$ cat config.mk
export PLATFORM = sky130hd
export DESIGN_NAME = stuffed_frame_builder_flat
export DESIGN_NICKNAME = d
export VERILOG_FILES = /design/src/sv/sfb_pkg.sv /design/src/sv/sfb_if.sv /design/src/sv/sfb_front.sv /design/src/sv/sfb_queue.sv /design/src/sv/sfb_back.sv /design/src/sv/stuffed_frame_builder.sv /design/src/flat_wrapper.sv
export SDC_FILE = /design/constraint.sdc
export NUM_CORES = 1
export LEC_CHECK = 0
export BUFFER_PORTS_ARGS = -buffer_cell sky130_fd_sc_hd__buf_2
export CAP_MARGIN = 20
export CORE_MARGIN = 2
export CORE_UTILIZATION = 60
export CTS_BUF_LIST = sky130_fd_sc_hd__clkbuf_4 sky130_fd_sc_hd__clkbuf_8 sky130_fd_sc_hd__clkbuf_16
export DETAILED_ROUTE_END_ITERATION = 8
export PLACE_DENSITY_LB_ADDON = 0.05
export SETUP_SLACK_MARGIN = 0.02
export SYNTH_ARGS = -nofsm -noshare
export SYNTH_HDL_FRONTEND = slang
export SYNTH_HIERARCHICAL = 1
export SYNTH_SLANG_ARGS = --single-unit
export TNS_END_PERCENT = 50
$ cat constraint.sdc
create_clock -name clk_i -period 6.43 [get_ports clk_i]
set_clock_uncertainty 0.2 [all_clocks]
set_input_delay 1.286 -clock clk_i [delete_from_list [all_inputs] [get_ports clk_i]]
set_output_delay 1.286 -clock clk_i [all_outputs]
set_load 0.01 [all_outputs]
$ cat src/sv/sfb_pkg.sv
// Shared types, constants and helpers of the stuffed frame builder.
package sfb_pkg;

  localparam int unsigned QUEUE_DEPTH = 2;
  localparam int unsigned CFG_IDX_W   = 2;
  localparam int unsigned CFG_DATA_W  = 8;

  localparam logic [7:0] FLAG_RESET     = 8'h7E;
  localparam logic [7:0] ESCAPE_RESET   = 8'h7D;
  localparam logic [7:0] ADDRESS_RESET  = 8'h03;
  localparam logic [7:0] STUFF_FOR_FLAG = 8'h5E;
  localparam logic [7:0] STUFF_FOR_ESC  = 8'h5D;

  typedef enum logic [CFG_IDX_W-1:0] {
    REG_FLAG    = 2'd0,
    REG_ESCAPE  = 2'd1,
    REG_ADDRESS = 2'd2
  } cfg_reg_e;

  typedef enum logic [1:0] {
    CLS_PLAIN,
    CLS_FLAG,
    CLS_ESC
  } stuff_cls_e;

  typedef struct packed {
    logic [7:0] flag;
    logic [7:0] escape;
    logic [7:0] address;
  } cfg_t;

  typedef struct packed {
    logic       first;
    logic       last;
    logic       seq;
    logic [7:0] hdr_val;
    stuff_cls_e hdr_cls;
    logic [7:0] data_val;
    stuff_cls_e data_cls;
    logic [7:0] chk_val;
    stuff_cls_e chk_cls;
  } cmd_t;

  function automatic stuff_cls_e classify(input logic [7:0] value, input cfg_t cfg);
    stuff_cls_e cls;
    if (value == cfg.flag) begin
      cls = CLS_FLAG;
    end else if (value == cfg.escape) begin
      cls = CLS_ESC;
    end else begin
      cls = CLS_PLAIN;
    end
    return cls;
  endfunction

endpackage

$ cat src/sv/sfb_if.sv
// Handshake interfaces for the payload input and the line byte output.
interface sfb_in_if;
  logic       valid;
  logic       ready;
  logic [7:0] payload_byte;
  logic       first_byte;
  logic       last_byte;
  logic       sequence_bit;

  modport source (output valid, payload_byte, first_byte, last_byte, sequence_bit,
                  input ready);
  modport sink   (input valid, payload_byte, first_byte, last_byte, sequence_bit,
                  output ready);
endinterface

interface sfb_out_if;
  logic       valid;
  logic       ready;
  logic [7:0] out_byte;
  logic       run_end;
  logic       frame_end;

  modport source (output valid, out_byte, run_end, frame_end, input ready);
  modport sink   (input valid, out_byte, run_end, frame_end, output ready);
endinterface

$ cat src/sv/sfb_front.sv
// Front end: accepts payload beats, keeps the running check, classifies bytes.
module sfb_front (
  input  logic          clk_i,
  input  logic          rst_ni,
  input  sfb_pkg::cfg_t cfg_i,
  sfb_in_if.sink        in_i,
  input  logic          full_i,
  output logic          push_o,
  output sfb_pkg::cmd_t cmd_o
);
  import sfb_pkg::*;

  logic [7:0] check_q, check_d;
  logic [7:0] check_new;
  logic [7:0] control;
  logic [7:0] hdr_val;

  assign in_i.ready = !full_i;
  assign push_o     = in_i.valid && !full_i;

  assign control   = {6'b0, in_i.sequence_bit, 1'b0};
  assign hdr_val   = cfg_i.address ^ control;
  assign check_new = in_i.first_byte ? in_i.payload_byte : (check_q ^ in_i.payload_byte);

  always_comb begin
    check_d = check_q;
    if (push_o) begin
      check_d = in_i.last_byte ? 8'h00 : check_new;
    end
  end

  always_comb begin
    cmd_o.first    = in_i.first_byte;
    cmd_o.last     = in_i.last_byte;
    cmd_o.seq      = in_i.sequence_bit;
    cmd_o.hdr_val  = hdr_val;
    cmd_o.hdr_cls  = classify(hdr_val, cfg_i);
    cmd_o.data_val = in_i.payload_byte;
    cmd_o.data_cls = classify(in_i.payload_byte, cfg_i);
    cmd_o.chk_val  = check_new;
    cmd_o.chk_cls  = classify(check_new, cfg_i);
  end

  always_ff @(posedge clk_i or negedge rst_ni) begin
    if (!rst_ni) begin
      check_q <= 8'h00;
    end else begin
      check_q <= check_d;
    end
  end

endmodule

$ cat src/sv/sfb_queue.sv
// Short command queue between front and back end.
module sfb_queue #(
  parameter int unsigned Depth = sfb_pkg::QUEUE_DEPTH
) (
  input  logic          clk_i,
  input  logic          rst_ni,
  input  logic          push_i,
  input  sfb_pkg::cmd_t push_data_i,
  output logic          full_o,
  input  logic          pop_i,
  output logic          valid_o,
  output sfb_pkg::cmd_t pop_data_o
);
  import sfb_pkg::*;

  localparam int unsigned PtrW = (Depth > 1) ? $clog2(Depth) : 1;
  localparam int unsigned CntW = $clog2(Depth + 1);

  cmd_t            mem_q [Depth];
  logic [PtrW-1:0] wr_ptr_q, wr_ptr_d;
  logic [PtrW-1:0] rd_ptr_q, rd_ptr_d;
  logic [CntW-1:0] cnt_q, cnt_d;

  assign full_o     = (cnt_q == CntW'(Depth));
  assign valid_o    = (cnt_q != '0);
  assign pop_data_o = mem_q[rd_ptr_q];

  always_comb begin
    wr_ptr_d = wr_ptr_q;
    rd_ptr_d = rd_ptr_q;
    cnt_d    = cnt_q;
    if (push_i) begin
      wr_ptr_d = (wr_ptr_q == PtrW'(Depth - 1)) ? '0 : wr_ptr_q + 1'b1;
    end
    if (pop_i) begin
      rd_ptr_d = (rd_ptr_q == PtrW'(Depth - 1)) ? '0 : rd_ptr_q + 1'b1;
    end
    if (push_i && !pop_i) begin
      cnt_d = cnt_q + 1'b1;
    end else if (pop_i && !push_i) begin
      cnt_d = cnt_q - 1'b1;
    end
  end

  always_ff @(posedge clk_i or negedge rst_ni) begin
    if (!rst_ni) begin
      wr_ptr_q <= '0;
      rd_ptr_q <= '0;
      cnt_q    <= '0;
    end else begin
      wr_ptr_q <= wr_ptr_d;
      rd_ptr_q <= rd_ptr_d;
      cnt_q    <= cnt_d;
    end
  end

  always_ff @(posedge clk_i) begin
    if (push_i) begin
      mem_q[wr_ptr_q] <= push_data_i;
    end
  end

endmodule

$ cat src/sv/sfb_back.sv
// Back end: expands each command into line bytes through an output register.
module sfb_back (
  input  logic          clk_i,
  input  logic          rst_ni,
  input  sfb_pkg::cfg_t cfg_i,
  input  logic          q_valid_i,
  input  sfb_pkg::cmd_t q_data_i,
  output logic          pop_o,
  sfb_out_if.source     out_o
);
  import sfb_pkg::*;

  typedef enum logic [3:0] {
    PH_FLAG, PH_ADDR, PH_CTRL, PH_HDR, PH_HDR2,
    PH_DATA, PH_DATA2, PH_CHK, PH_CHK2, PH_CLOSE
  } phase_e;

  phase_e     phase_q, phase_d;
  cmd_t       cur_q, cur_d;
  logic       cur_valid_q, cur_valid_d;
  logic       out_valid_q, out_valid_d;
  logic [7:0] out_byte_q, out_byte_d;
  logic       run_end_q, run_end_d;
  logic       frame_end_q, frame_end_d;

  logic       adv;
  logic       emit;
  logic       done;
  logic       load;
  logic [7:0] byte_now;
  phase_e     phase_next;

  function automatic logic [7:0] second_byte(input stuff_cls_e cls);
    return (cls == CLS_FLAG) ? STUFF_FOR_FLAG : STUFF_FOR_ESC;
  endfunction

  assign adv  = !out_valid_q || out_o.ready;
  assign emit = adv && cur_valid_q;

  always_comb begin
    byte_now   = cfg_i.flag;
    phase_next = phase_q;
    done       = 1'b0;
    unique case (phase_q)
      PH_FLAG: begin
        byte_now   = cfg_i.flag;
        phase_next = PH_ADDR;
      end
      PH_ADDR: begin
        byte_now   = cfg_i.address;
        phase_next = PH_CTRL;
      end
      PH_CTRL: begin
        byte_now   = {6'b0, cur_q.seq, 1'b0};
        phase_next = PH_HDR;
      end
      PH_HDR: begin
        byte_now   = (cur_q.hdr_cls == CLS_PLAIN) ? cur_q.hdr_val : cfg_i.escape;
        phase_next = (cur_q.hdr_cls == CLS_PLAIN) ? PH_DATA : PH_HDR2;
      end
      PH_HDR2: begin
        byte_now   = second_byte(cur_q.hdr_cls);
        phase_next = PH_DATA;
      end
      PH_DATA: begin
        byte_now = (cur_q.data_cls == CLS_PLAIN) ? cur_q.data_val : cfg_i.escape;
        if (cur_q.data_cls != CLS_PLAIN) begin
          phase_next = PH_DATA2;
        end else if (cur_q.last) begin
          phase_next = PH_CHK;
        end else begin
          done = 1'b1;
        end
      end
      PH_DATA2: begin
        byte_now = second_byte(cur_q.data_cls);
        if (cur_q.last) begin
          phase_next = PH_CHK;
        end else begin
          done = 1'b1;
        end
      end
      PH_CHK: begin
        byte_now   = (cur_q.chk_cls == CLS_PLAIN) ? cur_q.chk_val : cfg_i.escape;
        phase_next = (cur_q.chk_cls == CLS_PLAIN) ? PH_CLOSE : PH_CHK2;
      end
      PH_CHK2: begin
        byte_now   = second_byte(cur_q.chk_cls);
        phase_next = PH_CLOSE;
      end
      PH_CLOSE: begin
        byte_now = cfg_i.flag;
        done     = 1'b1;
      end
      default: begin
        done = 1'b1;
      end
    endcase
  end

  assign load  = (!cur_valid_q || (emit && done)) && q_valid_i;
  assign pop_o = load;

  always_comb begin
    phase_d     = phase_q;
    cur_d       = cur_q;
    cur_valid_d = cur_valid_q;
    out_valid_d = out_valid_q;
    out_byte_d  = out_byte_q;
    run_end_d   = run_end_q;
    frame_end_d = frame_end_q;
    if (adv) begin
      out_valid_d = cur_valid_q;
      out_byte_d  = byte_now;
      run_end_d   = done;
      frame_end_d = (phase_q == PH_CLOSE);
    end
    if (emit) begin
      phase_d = phase_next;
      if (done) begin
        cur_valid_d = 1'b0;
      end
    end
    if (load) begin
      cur_d       = q_data_i;
      cur_valid_d = 1'b1;
      phase_d     = q_data_i.first ? PH_FLAG : PH_DATA;
    end
  end

  always_ff @(posedge clk_i or negedge rst_ni) begin
    if (!rst_ni) begin
      phase_q     <= PH_DATA;
      cur_valid_q <= 1'b0;
      out_valid_q <= 1'b0;
    end else begin
      phase_q     <= phase_d;
      cur_valid_q <= cur_valid_d;
      out_valid_q <= out_valid_d;
    end
  end

  always_ff @(posedge clk_i) begin
    cur_q       <= cur_d;
    out_byte_q  <= out_byte_d;
    run_end_q   <= run_end_d;
    frame_end_q <= frame_end_d;
  end

  assign out_o.valid     = out_valid_q;
  assign out_o.out_byte  = out_byte_q;
  assign out_o.run_end   = run_end_q;
  assign out_o.frame_end = frame_end_q;

endmodule

$ cat src/sv/stuffed_frame_builder.sv
// Top level of the stuffed frame builder: configuration registers and pipeline.
//
//   channel  dir  handshake        payload
//   in_i     in   valid / ready    payload_byte, first_byte, last_byte, sequence_bit
//   out_o    out  valid / ready    out_byte, run_end, frame_end
//   cfg      in   cfg_we_i         cfg_idx_i, cfg_data_i
//
// The back end sequencer sends one line byte per cycle while out_o does not stall:
// a payload beat gives one byte, two when its byte is stuffed; a frame's first beat
// adds four or five header bytes and its last beat two or three check and flag bytes.
// The front end takes a beat in the cycle it arrives while the command queue has room.
// Reset clears the running check, queue and output register; no clearing pass.
// An output stall holds the output register, then fills the queue, then drops in_i.ready.
module stuffed_frame_builder #(
  parameter int unsigned QueueDepth = sfb_pkg::QUEUE_DEPTH
) (
  input  logic                            clk_i,
  input  logic                            rst_ni,
  sfb_in_if.sink                          in_i,
  sfb_out_if.source                       out_o,
  input  logic                            cfg_we_i,
  input  logic [sfb_pkg::CFG_IDX_W-1:0]   cfg_idx_i,
  input  logic [sfb_pkg::CFG_DATA_W-1:0]  cfg_data_i
);
  import sfb_pkg::*;

  cfg_t cfg_q, cfg_d;
  logic q_push, q_full, q_pop, q_valid;
  cmd_t q_in, q_out;

  always_comb begin
    cfg_d = cfg_q;
    if (cfg_we_i) begin
      unique case (cfg_idx_i)
        REG_FLAG:    cfg_d.flag    = cfg_data_i;
        REG_ESCAPE:  cfg_d.escape  = cfg_data_i;
        REG_ADDRESS: cfg_d.address = cfg_data_i;
        default:     cfg_d = cfg_q;
      endcase
    end
  end

  always_ff @(posedge clk_i or negedge rst_ni) begin
    if (!rst_ni) begin
      cfg_q.flag    <= FLAG_RESET;
      cfg_q.escape  <= ESCAPE_RESET;
      cfg_q.address <= ADDRESS_RESET;
    end else begin
      cfg_q <= cfg_d;
    end
  end

  sfb_front u_front (
    .clk_i  (clk_i),
    .rst_ni (rst_ni),
    .cfg_i  (cfg_q),
    .in_i   (in_i),
    .full_i (q_full),
    .push_o (q_push),
    .cmd_o  (q_in)
  );

  sfb_queue #(
    .Depth (QueueDepth)
  ) u_queue (
    .clk_i       (clk_i),
    .rst_ni      (rst_ni),
    .push_i      (q_push),
    .push_data_i (q_in),
    .full_o      (q_full),
    .pop_i       (q_pop),
    .valid_o     (q_valid),
    .pop_data_o  (q_out)
  );

  sfb_back u_back (
    .clk_i     (clk_i),
    .rst_ni    (rst_ni),
    .cfg_i     (cfg_q),
    .q_valid_i (q_valid),
    .q_data_i  (q_out),
    .pop_o     (q_pop),
    .out_o     (out_o)
  );

endmodule

$ cat src/flat_wrapper.sv
// flat-port wrapper written by rule: the top's interface ports become plain ports
module stuffed_frame_builder_flat import sfb_pkg::*;
#(
  parameter int unsigned QueueDepth = sfb_pkg::QUEUE_DEPTH
)
  (clk_i, rst_ni, cfg_we_i, cfg_idx_i, cfg_data_i, in_i_valid, in_i_payload_byte, in_i_first_byte, in_i_last_byte, in_i_sequence_bit, in_i_ready, out_o_valid, out_o_out_byte, out_o_run_end, out_o_frame_end, out_o_ready);
  sfb_in_if in_i_i ();
  sfb_out_if out_o_i ();
  input  logic clk_i;
  input  logic rst_ni;
  input  logic cfg_we_i;
  input  logic [sfb_pkg::CFG_IDX_W-1:0] cfg_idx_i;
  input  logic [sfb_pkg::CFG_DATA_W-1:0] cfg_data_i;
  input wire logic [$bits(in_i_i.valid)-1:0] in_i_valid;
  input wire logic [$bits(in_i_i.payload_byte)-1:0] in_i_payload_byte;
  input wire logic [$bits(in_i_i.first_byte)-1:0] in_i_first_byte;
  input wire logic [$bits(in_i_i.last_byte)-1:0] in_i_last_byte;
  input wire logic [$bits(in_i_i.sequence_bit)-1:0] in_i_sequence_bit;
  output wire logic [$bits(in_i_i.ready)-1:0] in_i_ready;
  output wire logic [$bits(out_o_i.valid)-1:0] out_o_valid;
  output wire logic [$bits(out_o_i.out_byte)-1:0] out_o_out_byte;
  output wire logic [$bits(out_o_i.run_end)-1:0] out_o_run_end;
  output wire logic [$bits(out_o_i.frame_end)-1:0] out_o_frame_end;
  input wire logic [$bits(out_o_i.ready)-1:0] out_o_ready;
  assign in_i_i.valid = in_i_valid;
  assign in_i_i.payload_byte = in_i_payload_byte;
  assign in_i_i.first_byte = in_i_first_byte;
  assign in_i_i.last_byte = in_i_last_byte;
  assign in_i_i.sequence_bit = in_i_sequence_bit;
  assign in_i_ready = in_i_i.ready;
  assign out_o_valid = out_o_i.valid;
  assign out_o_out_byte = out_o_i.out_byte;
  assign out_o_run_end = out_o_i.run_end;
  assign out_o_frame_end = out_o_i.frame_end;
  assign out_o_i.ready = out_o_ready;
  stuffed_frame_builder #(.QueueDepth(QueueDepth)) u_core (.clk_i(clk_i), .rst_ni(rst_ni), .in_i(in_i_i), .out_o(out_o_i), .cfg_we_i(cfg_we_i), .cfg_idx_i(cfg_idx_i), .cfg_data_i(cfg_data_i));
endmodule
Word level (Yosys, flattened, before mapping)
Memories as Yosys holds them, arrays and structs flattened.
Index checks and enable logic that the tools add are counted.
{ "op_classes": {"n_bitwise": 2, "muxes": 35, "addsub": 4, "reduce_logical": 30, "eq_ne": 21} }
{ "op_table": {"columns": ["op", "n"], "rows": [
  ["8-bit case mux with 8 select lines", 1],
  ["8-bit equality test", 6],
  ["8-bit two-way mux", 5],
  ["4-bit case mux with 9 select lines", 1],
  ["2-bit two-way mux", 11],
  ["4-bit by 3-bit equality test with 1-bit output, second input constant", 4],
  ["4-bit two-way mux", 4],
  ["1-bit two-way mux", 11],
  ["2-bit AND reduction", 5],
  ["10-bit nonzero test", 1],
  ["2-bit nonzero test", 5],
  ["2-bit by 1-bit equality test with 1-bit output, second input constant", 4],
  ["4-bit by 2-bit equality test with 1-bit output, second input constant", 2],
  ["4-bit equality test, second input constant", 2],
  ["2-bit logical NOT", 4],
  ["8-bit by 2-bit bitwise XOR with 8-bit output", 1],
  ["8-bit bitwise XOR", 1],
  ["7-bit OR reduction", 1],
  ["1-bit logical AND", 6],
  ["1-bit logical NOT", 5],
  ["2-bit equality test, second input constant", 2],
  ["4-bit by 1-bit equality test with 1-bit output, second input constant", 1],
  ["4-bit logical NOT", 1],
  ["3-bit two-way mux", 1],
  ["other kinds (5)", 7]
]} }
{ "word_totals": {"mem_count": 1, "out_inout_bits": 12, "in_bits": 26, "regBits": 84, "mem_bits_rw": 66, "wordCells": 114} }
{ "memory_table": {"columns": ["memory", "words", "width", "rd", "rd_ports_with_merged_regs", "wr", "line_no", "text"], "rows": [
  ["u_core.u_queue.mem_q", 2, 33, 1, 0, 1, "sfb_queue.sv:19", "cmd_t mem_q [Depth];"]
]} }

Logic depth before layout (Yosys ltp)
Gate-level depths: netlist of the first run.
{ "logic_depth": {"word_depth": 9, "ltp_mapped": 9, "ltp_nobuf": 8} }

By module
Netlist of the first run, hierarchy kept.
{ "by_module_without_submodules": {"columns": ["module", "cells_each", "seq_area_each_um2", "area_each_um2", "instances"], "rows": [
  ["sfb_queue", 119, 2082.0, 2722.6, 1],
  ["sfb_back", 177, 1413.9, 2234.6, 1],
  ["sfb_front", 162, 200.2, 1315.0, 1],
  ["stuffed_frame_builder", 51, 618.1, 929.6, 1]
]} }

Least setup slack after synthesis of the first run
OpenSTA, ideal clock, no wires.
{ "synth_path": {"path_kind": "input to register", "from": "input out_o_ready", "to": "register u_core.u_queue.cnt_q[1]", "setup_slack_ps": 2263, "required_ps": 6151, "path_buffers": 0, "cell_stages": 8, "setup_ps": 79, "t_arrival_ps": 3887, "cell_sequence": "nand2b_1 -> o2111ai_1 -> a31oi_2 -> inv_1 -> ha_1 -> xor2_1 -> nor2_1 -> xor2_1"} }
{ "synth_between": {"elab_chain_len": 8, "word_cells_on_any_way": 10, "classes_between": "mux: 1; reduce/logical: 9"} }
{ "synth_lines": {"columns": ["item", "line_no", "text"], "rows": [
  ["from (decl)", "flat_wrapper.sv:24", "input wire logic [$bits(out_o_i.ready)-1:0] out_o_ready;"],
  ["1-bit logical OR (*)", "sfb_back.sv:37", "assign adv = !out_valid_q || out_o.ready;"],
  ["1-bit logical AND (*)", "sfb_back.sv:38", "assign emit = adv && cur_valid_q;"],
  ["1-bit logical AND (*)", "sfb_back.sv:101", "assign load = (!cur_valid_q || (emit && done)) && q_valid_i;"],
  ["1-bit logical OR (*)", "sfb_back.sv:101", null],
  ["1-bit logical AND (*)", "sfb_back.sv:101", null],
  ["net u_core.q_pop", "stuffed_frame_builder.sv:28", "logic q_push, q_full, q_pop, q_valid;"],
  ["1-bit logical NOT", "sfb_queue.sv:38", "if (push_i && !pop_i) begin"],
  ["1-bit logical AND", "sfb_queue.sv:38", null],
  ["2-bit two-way mux or 2-bit nonzero test (tied branches)", null, null],
  ["to (signal assigned)", "sfb_queue.sv:53", "cnt_q <= cnt_d;"],
  ["to (decl)", "sfb_queue.sv:22", "logic [CntW-1:0] cnt_q, cnt_d;"]
]} }
The timed path passes the listed nets; every way through them passes the cells marked *.
A chain may end at the register's enable or synchronous reset.

Worst setup path after layout of the first run
{ "layout_path": {"from": "input out_o_ready", "to": "register u_core.u_back.phase_q[2]"} }
{ "layout_between": {"elab_chain_len": 7, "word_cells_on_any_way": 9, "classes_between": "mux: 1; reduce/logical: 8"} }
{ "layout_lines": {"columns": ["item", "line_no", "text"], "rows": [
  ["1-bit logical OR (*)", "sfb_back.sv:37", null],
  ["1-bit logical AND (*)", "sfb_back.sv:38", null],
  ["1-bit logical AND (*)", "sfb_back.sv:101", null],
  ["1-bit logical OR (*)", "sfb_back.sv:101", null],
  ["1-bit logical AND (*)", "sfb_back.sv:101", null],
  ["net u_core.q_pop", "stuffed_frame_builder.sv:28", null],
  ["10-bit nonzero test (no source line) or 2-bit nonzero test (tied branches)", null, null],
  ["2-bit AND reduction (no source line)", null, null],
  ["to (signal assigned)", "sfb_back.sv:137", "phase_q <= phase_d;"],
  ["to (decl)", "sfb_back.sv:18", "phase_e phase_q, phase_d;"]
]} }
Marked as above.

==> results of run 1 <==
==> final cells by class <==
cell class,instances,area [um2],share of cell area [%]
Clock inverter,15,166,2.10
Clock buffer,17,425,5.37
Tap cell,147,184,2.32
Timing Repair Buffer,39,200,2.53
Inverter,14,52.6,0.664
Multi-Input combinational cell,309,2570,32.5
Sequential cell,150,4320,54.5
==> power breakdown <==
group	internal [mW]	leakage, nW	switching (mW)
Clock	0.581	0.289	0.405
Combinational	0.486	1.13	0.497
Sequential	1.43	1.49	0.299
Total	2.49	2.91	1.20
==> kinds of logic after synthesis <==
group,Yosys count
adders and majority gates,1
AOI/OAI and AO/OA,80
buffers and inverters,50
and+or+nand+nor,113
xor gates and xnor gates,56
DFF,150
muxes,59
==> state kept, by name (all words and copies together) (netlist names) <==
| name | flops |
|---|---|
| u_core/u_back/cur_valid_q | 1 |
| u_core/u_back/out_o.frame_end | 1 |
| u_core/u_queue/rd_ptr_q | 1 |
| u_core/u_queue/mem_q | 66 |
| u_core/u_back/out_o.run_end | 1 |
| u_core/u_back/phase_q | 4 |
| u_core/u_front/check_q | 8 |
| u_core/cfg_q | 24 |
| u_core/u_queue/cnt_q | 2 |
| u_core/u_queue/wr_ptr_q | 1 |
| u_core/u_back/out_o.out_byte | 8 |
| u_core/u_back/out_o.valid | 1 |
| u_core/u_back/cur_q | 32 |
==> layout by cell type, fill, tap and decap left out, types with 5 or more instances in the layout <==
master     instances
dfstp_2           16
nand2_1           25
mux2_2            28
mux2_4            29
a22oi_1            8
nand2b_1           8
xnor2_1           28
dfrtp_1           25
nor2b_1           14
o21ai_0           17
nor2_1            17
a21oi_1            9
xor2_1            26
clkbuf_16         17
inv_1             14
buf_2             37
a22o_1             5
edfxtp_1         108
nor4_1             7
nor3_1             8
==> routing by layer <==
layer	vias up	global-route usage [%]
met5	-	0
met4	0	9.92
met3	28	5.79
met2	159	40.0
met1	2100	32.8
li1	1926	-
==> metrics by stage <==
stage	hold slack (ns)	utilization, %	setup slack, ns	area, um2
global route	0.315	66.8	3.07	7920
finish	0.281	66.8	3.19	7920
detailed placement	0.264	61.8	2.75	7330
floorplan	0.242	-	2.26	7200
CTS	0.279	66.8	3.18	7920
global placement	0.263	61.8	2.88	7330
==> critical path, stage by stage <==
cell,delay (ns)
buf_2,0.07
nand2b_1,0.56
o2111ai_1,0.33
a31oi_4,0.24
buf_4,0.44
nor2_1,0.12
a221o_1,0.32
==> final timing paths <==
kind / startpoint / end / slack (ns) / depth (start not counted)
worst max-delay path: out_o_ready / u_core/u_back/phase_q[2] / 3.19 / 7
worst min-delay path: u_core/u_front/check_q[3] / u_core/u_front/check_q[3] / 0.28 / 2
worst max register to register: u_core/u_back/phase_q[0] / u_core/u_back/phase_q[2] / 3.75 / 6
worst min register to register: u_core/u_front/check_q[3] / u_core/u_front/check_q[3] / 0.28 / 2
min in group asynchronous: rst_ni / u_core/u_queue/wr_ptr_q / 0.82 / 1
max in group asynchronous: rst_ni / u_core/u_queue/rd_ptr_q / 4.54 / 1
==> results.txt, run 1 <==
Buffers inserted during clock tree synthesis total 17. Critical path startpoint category: an input pin. The share of synthesized cell area in full adder, half adder and majority cells is 0.174%.

The critical-path maximum fanout was 37; the post-synthesis simple-gate area fraction was 9.17%. For this design the ratio of total power to cell area is 467 nW/um2. The worst-case IR drop observed on VDD is 0.229 mV.

The hold violation count in the final report was 0; the remaining routing DRC violations was 0. Of the available clock period, the critical path in the final layout requires 50.3%. The first global-routing pass estimated 23200 um of wire. Summed over all nets, wire length on met3 after detailed routing comes to 887 um. In the detailed route, the total length drawn on met2 is 7400 um. The number of vias after detailed routing came out at 4213. The final critical path time including I/O delays and setup was 3.24 ns; the flop and latch count out of synthesis was 150. Final count of pins violating max slew: 0. Sorting the synthesized cells by how often they occur yields 108 x edfxtp_1, 29 x mux2_4, 28 x mux2_2, 28 x xnor2_1.

The static leakage power is 2.91 nW. Library cell with the largest summed area after synthesis: edfxtp_1. By instance count, the leading cell after synthesis is edfxtp_1. Setup repair after global routing left no endpoint under its margin. Setup violations remaining at the end of the flow were counted as 0.

Once the clock tree was built, the resizer swapped 0 gates to a different size. Number of rows created at floorplan: 40. The instance count after placement with tap cells included was 659; the ratio of routed vias to standard cells was 6.10. Measured against its own limit, the worst slew margin works out to 28.2%.

Counting flops with a built-in enable in the synthesized netlist gives 108. The core area came out at 11900 um2. The count of input and output buffers works out to 37. By area the synthesized netlist is led by edfxtp_1 45%, dfrtp_1 9.0%, mux2_4 6.0%. The run gives 6 as the number of warnings printed during yosys synthesis. Entering global routing, the biggest net connects 43 pins. The area share of the largest cell type after synthesis is 45.0%, and the total nets after synthesis is 536. The post-route setup TNS was 0 ns; the signed area change from the synthesized netlist to the final layout was 9.95%. The worst setup path is of the in2reg kind.

The clock tree synthesis step divided the H-tree into 4 levels. Of all flip-flops after synthesis, the portion carrying an async set or reset was 28.0%. The average routed wire per standard cell is 22.0 um. Fill cells in the final layout number 836. After technology mapping, the gate count stands at 509. For this run, the leading register cell type out of synthesis is edfxtp_1.

For the detailed-routing wirelength on met1, the log shows 6620 um. After clock tree synthesis, the flow added hold-fix buffers numbering 0. By area, the combinational part of the netlist is dominated by multiplexers. The run finished with clean final reports. The detailed router finished its first iteration with 363 violations. Data on the critical path arrives at its endpoint at 3.38 ns.

The number of antenna cells inserted is 0. The horizontal die dimension was 114 um. The number of buffers on the longest clock path is 2, and the aggregate global-route resource usage is 24.8%. The logs give 7200 um2 for the netlist area before placement and 0 for the number of buffers added for setup after CTS.

Sequential cells were found to cover 59.9% of the synthesized design area. The cell sitting at the root of the clock tree is a clkbuf_16. The number of distinct library cells after synthesis was 70; the number of global-route vias before repair was 4198. The boundary pin count was 38; the global-route congestion overflow total was 0. Global placer's final weighted congestion: 0.866. The total chip power was 3.69 mW. The clock sink count was 150; the final HPWL from detailed placement was 10500 um. The remaining antenna violation count is 0. After detailed routing, no signal wire sits above met4. The final layout contains routed wiring with a total length of 15200 um. Leaving out filler cells and counting taps, the final layout contains 691.

The clock-pin slew of the registers on the worst-case setup and hold paths came out at 0.06 ns. TritonCTS built the clock tree. The area of the die is 12900 um2, and the detailed-router iteration count before antenna repair is 4. The synthesized-area fraction occupied by ao, oa, aoi and oai cells is 8.36%. At the pin with the least slew margin, the transition time is 1.08 ns.

From bottom edge to top edge, the die measures 114 um. The portion of synthesized area spent on multiplexers is 10.7%. Clock latency on the worst-skew pair, taken at its later pin, is 0.42 ns. At the worst endpoint, the required time is 6.58 ns. The mean post-synth cell area was 14.1 um2. The run gives 0 as the number of antenna violations at the first check in global routing. The fraction of layout instances using a drive strength above 1 works out to 30.0%.

The nature of the critical path endpoint was a register. For this run, the post-layout net count is 558. The number of max-cap violations is 0. For this configuration, the core starts out at a cell density of 60.7%.

The synthesized netlist devotes 7.11% of its cell area to XOR and XNOR gates. Derived from the worst setup path, the maximum achievable clock frequency is 309 MHz. The worst hold path belongs to the class reg2reg.
No activity file was read; power rests on OpenSTA's default activity.
==> inputs of run 2 (changes only) <==
- ABC_AREA: unset -> 1
- CORE_UTILIZATION: 60 -> 56
- clock period: 6.43 -> 2.95 ns (I/O delays scaled with it)
==> run 2 against run 1 <==
Against the previous run: non-clock buffer count up 9; via count up 26%; power up 120%.
==> results.txt, run 2 <==
During placement, the flow inserted port buffers numbering 37. Internal power comes to 5.32 mW. The fraction of power spent switching nets was 33.6%; the global placer's final weighted congestion was 0.957. After clock tree synthesis, the clock-pin slew on the worst setup and hold paths is 0.06 ns.

The biggest area contributor in the post-synthesis netlist is edfxtp_1. The area share of the largest cell type after synthesis came out at 42.8%. Static timing analysis puts the maximum clock frequency at 397 MHz. Sequential cells account for 43.1% of the total power.

Net switching component of the power: 2.69 mW. For the violation count after the first detailed-routing iteration, the log shows 507. Most used standard cell by instance count after synthesis: nand2_1. The effective utilization at floorplan was 57.3%. The tightest min-delay check is of the in2reg type. From left edge to right edge, the die measures 120 um.

The register with the most flip-flops in the layout has 66 of them. At the pin with the least slew margin, the transition time is 0.719 ns. At the worst endpoint, the arrival time is 2.63 ns. The critical path startpoint category was a register.

Setup repair after global routing left no endpoint under its margin. The count of nets left with antenna violations once routing finished came out at 0. The logs give 26.1% for the part of the power in the clock network and 3.77 nW for the static leakage power. The run gives 150 as the clock sink count. TritonCTS built the clock tree.

The final count of pins violating max slew was 0. The initialized floorplan defines 42 standard-cell rows. The final-layout worst hold slack was 0.170 ns; the clock latency at the later pin of the worst-skew pair was 0.42 ns. By count the netlist is led by 209 x nand2_1, 108 x edfxtp_1, 74 x inv_1, 49 x nand3_1, 36 x nor2_1.

For the remaining routing DRC violations, the log shows 0. The fraction of layout instances using a drive strength above 1 was 20.9%. The repair_antennas step left the layout with diodes totalling 0. The number of buffers on the longest clock path was 2; the post-route fraction of the period consumed by the critical path was 85.4%.

The tools report the worst-case vdd ir drop as 0.477 mV. The flow ran to the end, and the final reports show no timing, DRC or antenna violations. Setup violations remaining at the end of the flow were counted as 0.

Across every metal layer, demand over resource in global routing totals 25.8%. Entering global routing, the biggest net connects 35 pins. The run gives 7580 um2 as the netlist area before placement.

The tree is rooted in a clkbuf_16. Startpoint-to-endpoint class of the critical path: reg2reg. The worst setup path is captured at a register. The library cell used most frequently in the layout, excluding fill and tap cells, is nand2_1. The critical-path maximum fanout is 13, and the synthesized instance count is 738. The share of cell area taken by muxes after synthesis was 6.34%; the wire length of the first global-routing pass was 27700 um. The flop and latch count out of synthesis came out at 150.

The final route contains 5298 vias. The synthesized-area fraction occupied by ao, oa, aoi and oai cells was 3.96%. Dividing the detail-routed via count by the number of cells gives 5.50. The primary flip-flop cell chosen by synthesis mapping is edfxtp_1. For the core area, the log shows 13200 um2. The synthesized netlist devotes 0.165% of its cell area to adder and majority cells. Detailed placement finished with a half-perimeter wire length of 13000 um. The vertical extent of the die was 120 um; the number of distinct library cells after synthesis was 41.

After clock tree synthesis, the repair step resized 0 gates. The count of nets after finishing is 802, and the ratio of total power to cell area is 954 nW/um2. Measured against its own limit, the worst slew margin works out to 51.9%. STA puts the critical path data required time at 3.06 ns. The routed design could run at a clock period as short as 2.52 ns. Clock tree synthesis inserted a total of 17 buffers. The post-synthesis simple-gate area fraction is 21.6%. The final-layout fill cell count is 1110. For this run, the register share of the synthesized area comes to 56.9%. The global-route congestion overflow total came out at 0.

Largest family of logic cells by synthesized area: simple AND/OR/NAND/NOR gates. Each instance of the synthesized netlist takes up on average 10.3 um2. The tools report the portion of total power attributed to combinational logic as 30.8%.

The post-route setup TNS is 0 ns. CTS built an H-tree with a depth of 4. The number of antenna violations at the first check in global routing was 0.

The register containing the most flip-flops in the final layout is u_core/u_queue/mem_q. The average routed wire per standard cell works out to 18.1 um. The xor-xnor portion of the synthesized cell area is 3.12%, and the area of the die is 14500 um2. The hold violation count in the final report is 0. In this run the count of I/O pins placed on the die edge is 38. The run gives 5 as the detailed-router iteration count before antenna repair. Summing all flip-flop and latch instances after layout gives 4320 um2. In the post-synthesis netlist, the biggest area contributors are edfxtp_1 43%, nand2_1 10%, dfrtp_1 8.6%. Signed area change from the synthesized netlist to the final layout: 10.8%. Number of global-route vias before repair: 5043. In the final layout, the registers with the most flip-flops are u_core/u_queue/mem_q (66), u_core/u_back/cur_q (32), u_core/cfg_q (24).

Yosys printed 6 warnings. Counting every net in the synthesized netlist gives 765. Counting flops with a built-in enable in the synthesized netlist gives 108.

After synthesis, the share of flip-flops with an asynchronous set or reset is 28.0%. In the final layout, the multi-input gates occupy 2670 um2. Wires add up to 17400 um. The number of buffers added for setup after CTS is 0. The number of max-cap violations was 0. In the layout the commonest cells are 209 x nand2_1, 108 x edfxtp_1, 74 x inv_1.
run 2: logic make-up (layout without fill, tap and decap cells):
group	count (synthesis)	count (layout)
AOI/OAI and AO/OA	54	54
xor gates and xnor gates	27	27
adders and majority gates	1	1
buffers and inverters	117	167
DFF	150	150
muxes	33	33
and+or+nand+nor	356	356
run 2: timing repair:
action	4_1_cts	5_1_grt
hold buffers	1	0
hold endpoints to repair	6	0
setup endpoints to repair	0	0
run 2: metrics by stage:
stage | power (mW) | utilization (%) | setup slack (ns) | instance area (um2) | std cells
3_5_place_dp | 5.94 | 59.0 | 0.445 | 7810 | 931
2_1_floorplan | 5.26 | - | 0.274 | 7580 | 738
6_report | 8.01 | 63.4 | 0.431 | 8400 | 964
5_1_grt | 8.45 | 63.4 | 0.251 | 8400 | 964
4_1_cts | 8.04 | 63.4 | 0.440 | 8400 | 964
3_3_place_gp | 5.89 | 59.0 | 0.533 | 7810 | 931
run 2: path summary, 6_finish.rpt:
check / from / to / slack (ns) / cells after the start
worst max register to register: u_core/u_back/phase_q[0] / u_core/u_queue/cnt_q[1] / 0.43 / 14
min in group asynchronous: rst_ni / u_core/cfg_q[7] / 0.32 / 2
max in group asynchronous: rst_ni / u_core/u_back/phase_q[0] / 1.64 / 3
worst min-delay path: in_i_last_byte / u_core/u_queue/mem_q[1][31] / 0.17 / 1
worst min register to register: u_core/u_queue/cnt_q[1] / u_core/u_queue/cnt_q[1] / 0.29 / 2
worst max-delay path: u_core/u_back/phase_q[0] / u_core/u_queue/cnt_q[1] / 0.43 / 14
run 2: critical path, cell delays in order (launching register included):
cell     delay, ns
dfstp_2       0.58
nand2_2       0.16
nor2_8        0.18
nand2_2       0.07
nand3_2       0.07
nand2_2       0.06
nand2_4       0.07
nand2_4       0.07
inv_2         0.23
inv_1         0.09
ha_1          0.31
inv_1         0.09
nand3_1       0.09
nand2_1       0.07
nand2_1       0.05
run 2: layout make-up:
class,instances,area share (%)
Tap cell,176,2.62
Clock buffer,26,6.09
Sequential cell,150,51.4
Inverter,87,3.92
Timing Repair Buffer,48,3.37
Multi-Input combinational cell,471,31.8
Clock inverter,6,0.775
run 2: power by group through the flow:
stage                     Combinational, mW  Clock, mW  Sequential (mW)
after floorplan                        1.87          0             3.39
after global placement                 2.42          0             3.47
after detailed placement               2.45          0             3.49
after CTS                              2.46       2.13             3.46
after global routing                   2.72       2.22             3.51
final                                  2.47       2.09             3.45
run 2: metal layers:
metal / vias to the layer above / GRT usage, % / wire, um
met5: - / 0 / 0
met3: 30 / 5.00 / 909
met4: 0 / 10.1 / 462
li1: 2534 / - / -
met1: 2566 / 37.2 / 8040
met2: 168 / 38.7 / 7990
